**config.mk**
```make
export PLATFORM = sky130hd
export DESIGN_NAME = two_class_age_ordered_queue
export DESIGN_NICKNAME = d
export VERILOG_FILES = /design/src/rtl/core/tcaoq_pkg.sv /design/src/rtl/core/two_class_age_ordered_queue.sv /design/src/rtl/core/tcaoq_ctrl.sv /design/src/rtl/core/tcaoq_dp.sv
export SDC_FILE = /design/constraint.sdc
export NUM_CORES = 1
export LEC_CHECK = 0
export BUFFER_PORTS_ARGS = -buffer_cell sky130_fd_sc_hd__buf_4
export CORE_MARGIN = 2
export CORE_UTILIZATION = 36
export CTS_CLUSTER_SIZE = 40
export DETAILED_ROUTE_END_ITERATION = 6
export HOLD_SLACK_MARGIN = 0.12
export PLACE_DENSITY = 0.46
export SLEW_MARGIN = 20
export SYNTH_ARGS = -nofsm -noshare
export SYNTH_HDL_FRONTEND = slang
export SYNTH_SLANG_ARGS = --single-unit
```
**constraint.sdc**
```tcl
create_clock -name clk -period 4.7 [get_ports clk]
set_input_delay 0.705 -clock clk [delete_from_list [all_inputs] [get_ports clk]]
set_output_delay 0.705 -clock clk [all_outputs]
set_load 0.03 [all_outputs]
```
**src/rtl/core/tcaoq_pkg.sv**
```systemverilog
package tcaoq_pkg;

	// width of the arrival stamp kept beside every stored payload
	localparam int STAMP_BITS = 6;

	localparam int DEF_QUEUE_DEPTH  = 16;
	localparam int DEF_PAYLOAD_BITS = 16;

	typedef enum logic [2:0] {
		CMD_PUSH      = 3'd0,
		CMD_POP_OLD   = 3'd1,
		CMD_POP_FIRST = 3'd2,
		CMD_POP_SECND = 3'd3,
		CMD_CLEAR     = 3'd4
	} cmd_t;

	typedef enum logic [1:0] {
		ST_DONE  = 2'd0,
		ST_EMPTY = 2'd1,
		ST_FULL  = 2'd2
	} status_t;

	// controller to datapath commands
	typedef struct packed {
		logic load;   // capture the request fields
		logic rd;     // read both queue heads
		logic ex;     // execute the request and register the result
	} ctl_t;

endpackage

```
**src/rtl/core/two_class_age_ordered_queue.sv**
```systemverilog
// channel   | ports                                          | handshake
// ----------+------------------------------------------------+---------------------------
// request   | cmd, item_class, item_payload                  | taken when start & !busy
// result    | item_valid, popped_payload, popped_class,      | one cycle while done is
//           | status, all_empty                              | high, no back pressure
//
// each request passes through capture, head read and execute before the next is taken; the stores are
// synchronous-read, so both heads are read in a cycle of their own before the age compare
// done rises in the cycle after execute; busy is low then, so the next request
// may be taken in the same cycle as the previous result
// arst_n clears heads, counts, the arrival stamp and the controller; the stores need
// no clearing since only counted entries are ever used; the receiver cannot stall
module two_class_age_ordered_queue
	import tcaoq_pkg::*;
#(
	parameter int QUEUE_DEPTH  = DEF_QUEUE_DEPTH,
	parameter int PAYLOAD_BITS = DEF_PAYLOAD_BITS
) (
	input  logic                    clk,
	input  logic                    arst_n,
	// request side
	input  logic                    start,
	output logic                    busy,
	input  logic [2:0]              cmd,
	input  logic                    item_class,
	input  logic [PAYLOAD_BITS-1:0] item_payload,
	// result side
	output logic                    done,
	output logic                    item_valid,
	output logic [PAYLOAD_BITS-1:0] popped_payload,
	output logic                    popped_class,
	output logic [1:0]              status,
	output logic                    all_empty
);

	// sequencing commands from the controller into the datapath
	ctl_t ctl;

	// controller: idle, head read, execute
	tcaoq_ctrl u_ctrl (
		.clk    (clk),
		.arst_n (arst_n),
		.start  (start),
		.busy   (busy),
		.ctl    (ctl)
	);

	// datapath: two class stores, head/count registers, arrival stamp,
	// modular age compare and the result register
	tcaoq_dp #(
		.QUEUE_DEPTH  (QUEUE_DEPTH),
		.PAYLOAD_BITS (PAYLOAD_BITS)
	) u_dp (
		.clk            (clk),
		.arst_n         (arst_n),
		.ctl            (ctl),
		.cmd            (cmd),
		.item_class     (item_class),
		.item_payload   (item_payload),
		.done           (done),
		.item_valid     (item_valid),
		.popped_payload (popped_payload),
		.popped_class   (popped_class),
		.status         (status),
		.all_empty      (all_empty)
	);

endmodule

```
**src/rtl/core/tcaoq_ctrl.sv**
```systemverilog
module tcaoq_ctrl
	import tcaoq_pkg::*;
(
	input  logic clk,
	input  logic arst_n,
	input  logic start,
	output logic busy,
	output ctl_t ctl
);

	typedef enum logic [1:0] {
		S_IDLE,
		S_READ,
		S_EXEC
	} state_t;

	state_t state_q;
	logic   busy_q;
	logic   rd_q;
	logic   ex_q;
	logic   accept;

	assign accept = start & ~busy_q;
	assign busy   = busy_q;

	assign ctl.load = accept;
	assign ctl.rd   = rd_q;
	assign ctl.ex   = ex_q;

	always_ff @(posedge clk or negedge arst_n) begin
		if (!arst_n) begin
			state_q <= S_IDLE;
			busy_q  <= 1'b0;
			rd_q    <= 1'b0;
			ex_q    <= 1'b0;
		end else begin
			unique case (state_q)
				S_IDLE: begin
					if (accept) begin
						state_q <= S_READ;
						busy_q  <= 1'b1;
						rd_q    <= 1'b1;
					end
				end
				S_READ: begin
					state_q <= S_EXEC;
					rd_q    <= 1'b0;
					ex_q    <= 1'b1;
				end
				S_EXEC: begin
					state_q <= S_IDLE;
					busy_q  <= 1'b0;
					ex_q    <= 1'b0;
				end
				default: begin
					state_q <= S_IDLE;
					busy_q  <= 1'b0;
					rd_q    <= 1'b0;
					ex_q    <= 1'b0;
				end
			endcase
		end
	end

endmodule

```
**src/rtl/core/tcaoq_dp.sv**
```systemverilog
module tcaoq_dp
	import tcaoq_pkg::*;
#(
	parameter int QUEUE_DEPTH  = DEF_QUEUE_DEPTH,
	parameter int PAYLOAD_BITS = DEF_PAYLOAD_BITS
) (
	input  logic                    clk,
	input  logic                    arst_n,
	input  ctl_t                    ctl,
	input  logic [2:0]              cmd,
	input  logic                    item_class,
	input  logic [PAYLOAD_BITS-1:0] item_payload,
	output logic                    done,
	output logic                    item_valid,
	output logic [PAYLOAD_BITS-1:0] popped_payload,
	output logic                    popped_class,
	output logic [1:0]              status,
	output logic                    all_empty
);

	localparam int IDX_W = (QUEUE_DEPTH > 1) ? $clog2(QUEUE_DEPTH) : 1;
	localparam int CNT_W = $clog2(QUEUE_DEPTH + 1);
	localparam int SUM_W = IDX_W + 1;
	localparam int ENT_W = PAYLOAD_BITS + STAMP_BITS;

	// request capture
	logic [2:0]              cmd_q;
	logic                    cls_q;
	logic [PAYLOAD_BITS-1:0] pay_q;

	// queue bookkeeping
	logic [IDX_W-1:0]      head0_q, head1_q;
	logic [CNT_W-1:0]      cnt0_q, cnt1_q;
	logic [STAMP_BITS-1:0] arrival_q;

	// storage and registered head reads
	logic [ENT_W-1:0] mem0 [QUEUE_DEPTH];
	logic [ENT_W-1:0] mem1 [QUEUE_DEPTH];
	logic [ENT_W-1:0] rd0_q, rd1_q;

	// result registers
	logic                    done_q;
	logic                    valid_q;
	logic [PAYLOAD_BITS-1:0] opay_q;
	logic                    ocls_q;
	status_t                 status_q;
	logic                    empty_q;

	// execute-stage decisions
	logic                  empty0, empty1, full0, full1;
	logic                  take0, take1;
	logic                  wr0, wr1;
	logic                  push_ok;
	status_t               st_n;
	logic [STAMP_BITS-1:0] stamp_diff;
	logic [SUM_W-1:0]      tail_sum;
	logic [IDX_W-1:0]      tail;
	logic [IDX_W-1:0]      head0_inc, head1_inc;
	logic [CNT_W-1:0]      cnt0_n, cnt1_n;
	logic [IDX_W-1:0]      head0_n, head1_n;
	logic [ENT_W-1:0]      wr_entry;

	assign empty0 = (cnt0_q == '0);
	assign empty1 = (cnt1_q == '0);
	assign full0  = (cnt0_q == CNT_W'(QUEUE_DEPTH));
	assign full1  = (cnt1_q == CNT_W'(QUEUE_DEPTH));

	assign stamp_diff = rd0_q[STAMP_BITS-1:0] - rd1_q[STAMP_BITS-1:0];

	// tail of the queue being pushed
	always_comb begin
		if (cls_q) begin
			tail_sum = SUM_W'(head1_q) + SUM_W'(cnt1_q);
		end else begin
			tail_sum = SUM_W'(head0_q) + SUM_W'(cnt0_q);
		end
		if (tail_sum >= SUM_W'(QUEUE_DEPTH)) begin
			tail_sum = tail_sum - SUM_W'(QUEUE_DEPTH);
		end
		tail = tail_sum[IDX_W-1:0];
	end

	assign head0_inc = (head0_q == IDX_W'(QUEUE_DEPTH - 1)) ? '0 : head0_q + IDX_W'(1);
	assign head1_inc = (head1_q == IDX_W'(QUEUE_DEPTH - 1)) ? '0 : head1_q + IDX_W'(1);
	assign wr_entry  = {pay_q, arrival_q};

	always_comb begin
		take0   = 1'b0;
		take1   = 1'b0;
		wr0     = 1'b0;
		wr1     = 1'b0;
		push_ok = 1'b0;
		st_n    = ST_DONE;
		cnt0_n  = cnt0_q;
		cnt1_n  = cnt1_q;
		head0_n = head0_q;
		head1_n = head1_q;
		unique case (cmd_q)
			CMD_PUSH: begin
				if (cls_q) begin
					if (full1) st_n = ST_FULL;
					else begin
						wr1     = 1'b1;
						push_ok = 1'b1;
					end
				end else begin
					if (full0) st_n = ST_FULL;
					else begin
						wr0     = 1'b1;
						push_ok = 1'b1;
					end
				end
			end
			CMD_POP_OLD: begin
				priority if (empty0 && empty1) begin
					st_n = ST_EMPTY;
				end else if (empty0) begin
					take1 = 1'b1;
				end else if (empty1) begin
					take0 = 1'b1;
				end else if (stamp_diff[STAMP_BITS-1]) begin
					take0 = 1'b1;
				end else begin
					take1 = 1'b1;
				end
			end
			CMD_POP_FIRST: begin
				if (empty0) st_n = ST_EMPTY;
				else        take0 = 1'b1;
			end
			CMD_POP_SECND: begin
				if (empty1) st_n = ST_EMPTY;
				else        take1 = 1'b1;
			end
			CMD_CLEAR: begin
				cnt0_n  = '0;
				cnt1_n  = '0;
				head0_n = '0;
				head1_n = '0;
			end
			default: begin
				st_n = ST_DONE;
			end
		endcase
		if (wr0)   cnt0_n = cnt0_q + CNT_W'(1);
		if (wr1)   cnt1_n = cnt1_q + CNT_W'(1);
		if (take0) begin
			cnt0_n  = cnt0_q - CNT_W'(1);
			head0_n = head0_inc;
		end
		if (take1) begin
			cnt1_n  = cnt1_q - CNT_W'(1);
			head1_n = head1_inc;
		end
	end

	always_ff @(posedge clk) begin
		if (ctl.load) begin
			cmd_q <= cmd;
			cls_q <= item_class;
			pay_q <= item_payload;
		end
	end

	always_ff @(posedge clk) begin
		if (ctl.ex && wr0) mem0[tail] <= wr_entry;
		if (ctl.rd)        rd0_q <= mem0[head0_q];
	end

	always_ff @(posedge clk) begin
		if (ctl.ex && wr1) mem1[tail] <= wr_entry;
		if (ctl.rd)        rd1_q <= mem1[head1_q];
	end

	always_ff @(posedge clk or negedge arst_n) begin
		if (!arst_n) begin
			head0_q   <= '0;
			head1_q   <= '0;
			cnt0_q    <= '0;
			cnt1_q    <= '0;
			arrival_q <= '0;
			done_q    <= 1'b0;
		end else begin
			done_q <= ctl.ex;
			if (ctl.ex) begin
				head0_q <= head0_n;
				head1_q <= head1_n;
				cnt0_q  <= cnt0_n;
				cnt1_q  <= cnt1_n;
				if (push_ok) arrival_q <= arrival_q + STAMP_BITS'(1);
			end
		end
	end

	always_ff @(posedge clk) begin
		if (ctl.ex) begin
			valid_q  <= take0 | take1;
			ocls_q   <= take1;
			status_q <= st_n;
			empty_q  <= (cnt0_n == '0) && (cnt1_n == '0);
			if (take0)      opay_q <= rd0_q[ENT_W-1:STAMP_BITS];
			else if (take1) opay_q <= rd1_q[ENT_W-1:STAMP_BITS];
			else            opay_q <= '0;
		end
	end

	assign done           = done_q;
	assign item_valid     = valid_q;
	assign popped_payload = opay_q;
	assign popped_class   = ocls_q;
	assign status         = status_q;
	assign all_empty      = empty_q;

endmodule
```
==> results.cfg <==
[routing]
wl_mm = 76.31
detail_route.wl_per_cell_um = 25.88
detail-route-antenna-nets = 0
detailroute.via_count = 15418
post-route-drc-count = 0
firstDrtPassIters = 5
drt_iter0_drc = 1273
viasPerCell = 5.228

[finish]
multiInputGateArea_mm2 = 0.007337
final_area_mm2 = 0.03703
nFillCells = 7689
syn2layout_area_growth_pct = 15.72
ff_latch_area_mm2 = 0.02446
nets = 1756
final_layout_size_suffix_gt1_share_pct = 24.90

[worst_setup_path]
worst-path-buf-inv = 1
critical_path_peak_fanout = 34
timing.critical_path.from_type = flop
worstPathCellList = ha_1 -> a21o_1 -> a21oi_1 -> xnor2_1 -> nand2_1 -> o21ai_0 -> nand2_1 -> nor2_4 -> buf_12
critical-path-slowest-cell = sky130_fd_sc_hd__dfrtp_4
cpMostUsedCell = sky130_fd_sc_hd__nand2_1
worst_ep_required_time_ns = 5.03
crit_family = simple AND/OR/NAND/NOR gates
timing.critical_path.arrival_ns = 3.89
critical_path_class = flop to flop
worst_setup_path_end_kind = flop
timing.critical_path.slowest_cell_delay_ns = 0.77

[synth]
yosys.area.top_type_share_pct = 74.04
yosys_register_bits = 819
netlist_instances = 1599
synth_enable_flop_cells = 789
synthTopCellsByCount = sky130_fd_sc_hd__edfxtp_1 (789), sky130_fd_sc_hd__mux4_2 (154), sky130_fd_sc_hd__mux2i_1 (81)
synth_top_flop_cell = sky130_fd_sc_hd__edfxtp_1
postSynthNetCount = 1642
cell_variety_after_synth = 55
seq_area_frac_synth_pct = 76.39
synthTopCellsByArea = sky130_fd_sc_hd__edfxtp_1 (74%), sky130_fd_sc_hd__mux4_2 (11%), sky130_fd_sc_hd__mux2i_1 (2.5%)
post_synth_instance_area_mm2 = 0.03200
synth_most_common_cell = sky130_fd_sc_hd__edfxtp_1
synth.avg_cell_area_um2 = 20.01
yosys_warnings = 0
async_reset_ff_share_pct = 3.663
synth_largest_area_cell = sky130_fd_sc_hd__edfxtp_1

[timing]
worst_slew_pin_slew_ns = 1.078
clock.fmax_mhz = 281.4
minimum_period_implied_by_the_final_worst_setup_slack_ns = 3.554
worst_slew_margin_rel_pct = 27.66
fin_tns_setup_ns = 0
post-route-worst-setup-slack_ns = 1.146
worst_clock_skew_on_the_final_layout_ns = 0.03081
rsz0062_at_grt = no
timing.final.crit_share_pct = 75.62
timing_max_transition_violations_final = 0
hold_violations = 0
timing.final.setup_violations = 0

[floorplanning]
rows = 109
placeableCoreArea_mm2 = 0.08824
initial_core_util_pct = 36.26
dieArea_mm2 = 0.09129
chipHeight_um = 302.1
die_width_um = 302.1
num_io_pins = 46

[status]
outcome = finished, final reports clean

[power]
power_frac_comb_pct = 0.1
power.switching_fraction_pct = 19.06
cellInternalPower_mw = 11.81
clock_power_share_pct = 45.8
switching_power_mw = 2.782
p_leak_nw = 11.00
power-per-cell-area_mw_per_mm2 = 394.1
power.total_mw = 14.59
ir_drop_mv = 0.2642
seq_power_share_pct = 54.0

[placement]
buffer_ports.inserted = 45
hpwl_mm = 43.09
place_congestion = 0.8092
preCtsSetupSlack_ns = 1.151
detailed_place.area_mm2 = 0.03412

[clocking]
tritoncts = yes
cts.reportedPaths.clkPinSlew_ns = 0.07
cts.sinks = 819
cts_inserted_buffers = 88
cts-root-buf = sky130_fd_sc_hd__clkbuf_16
cts_max_level = 3
clk-insertion-delay-late_ns = 0.63
max-clock-path-buffers = 3

[global_routing]
globalRouteOverflowTotal = 0
pin_count_of_the_biggest_net_entering_global_routing = 114
antenna_violations_before_repair = 2
grt.total_usage_pct = 16.95
grt_pass1_vias = 15930
grt_pass1_wl_mm = 111.9

[flow_run]
drv_cap = 0

[min_path]
worstHoldPathType = primary input to flop
cell families (layout without fill, tap and decap cells):
group	Yosys count	count (layout)	synth area share [%]
adder cells (fa/ha/maj)	20	20	0.8290
AND/OR/NAND/NOR	178	178	2.628
flip-flops	819	819	76.39
other	0	1	0
AO/OA/AOI/OAI	207	207	4.368
multiplexers	252	252	13.97
buffers and inverters	106	290	1.349
XOR/XNOR	17	17	0.4653
per-layer routing:
| metal | routed length, µm | track usage [%] |
|---|---|---|
| met5 | 0 | 0 |
| met4 | 1244 | 4.267 |
| met3 | 3419 | 2.499 |
| met2 | 35890 | 26.80 |
| met1 | 35760 | 24.76 |
area by class of cell:
class | count | share of cell area [%]
antenna | 1 | 0.006758
clock buffer | 110 | 6.255
clock inverter | 50 | 1.203
inverter | 22 | 0.2230
multi-input combinational | 674 | 19.81
sequential | 819 | 66.07
tap | 1165 | 3.937
timing repair buffer | 108 | 2.494
placed cells by master, fill, tap and decap left out, types with 29 or more instances in the layout:
cell type and instances:
sky130_fd_sc_hd__o21ai_0 61, sky130_fd_sc_hd__clkinv_1 29, sky130_fd_sc_hd__mux4_2 154, sky130_fd_sc_hd__clkbuf_16 89, sky130_fd_sc_hd__nand2_1 68, sky130_fd_sc_hd__edfxtp_1 789
sky130_fd_sc_hd__a21oi_1 41, sky130_fd_sc_hd__mux2i_1 81, sky130_fd_sc_hd__buf_4 96
stage by stage:
step	hold WS, ns	cells	util [%]
after CTS	0.2028	2940	41.81
after floorplan	0.4094	1599	-
after detailed placement	0.4674	2779	38.67
after global routing	0.2229	2948	41.96
final	0.2520	2949	41.96
after global placement	0.4611	2779	38.67
worst paths after layout:
check                                  startpoint                 to  slack, ns  cells after the start
worst max-delay path              u_dp.head1_q[1]   u_dp.mem0[3][13]       1.15                      9
worst min-delay path              item_payload[6]      u_dp.pay_q[6]       0.25                      1
min in group asynchronous                  arst_n     u_dp.cnt1_q[3]       0.57                      2
worst min register to register  u_ctrl.state_q[1]  u_ctrl.state_q[1]       0.48                      1
max in group asynchronous                  arst_n    u_dp.head1_q[0]       3.78                      2
worst max register to register    u_dp.head1_q[1]   u_dp.mem0[3][13]       1.15                      9
state kept, by name (all words and copies together), names as in the netlist, 5 cells and up:
name / cells
u_dp.arrival_q: 6
u_dp.cnt0_q: 5
u_dp.cnt1_q: 5
u_dp.mem0: 352
u_dp.mem1: 352
u_dp.pay_q: 16
u_dp.popped_payload: 16
u_dp.rd0_q: 22
u_dp.rd1_q: 22
worst register-to-register path, delay by kind of cell (launching register included):
| family | cells | cell delay (ns) |
|---|---|---|
| xor gates and xnor gates | 1 | 0.14 |
| adders and majority gates | 1 | 0.34 |
| and+or+nand+nor | 3 | 1.26 |
| AOI/OAI and AO/OA | 3 | 0.49 |
| buffers and inverters | 1 | 0.24 |
| DFF | 1 | 0.77 |
repair_timing:
item	4_1_cts	5_1_grt
gates resized for setup	0	0
setup buffers	0	0
hold buffers	1	0
endpoints found under the hold margin	30	0
power by group through the flow:
stage	clock network (mW)	registers (mW)	logic [mW]
finish	6.69	7.88	0.0208
global route	7.16	7.88	0.0233
CTS	6.89	7.88	0.0217
detailed placement	0	8.04	0.0207
global placement	0	8.04	0.0206
floorplan	0	8.04	0.0000116
(Power assumes the default switching activity.)
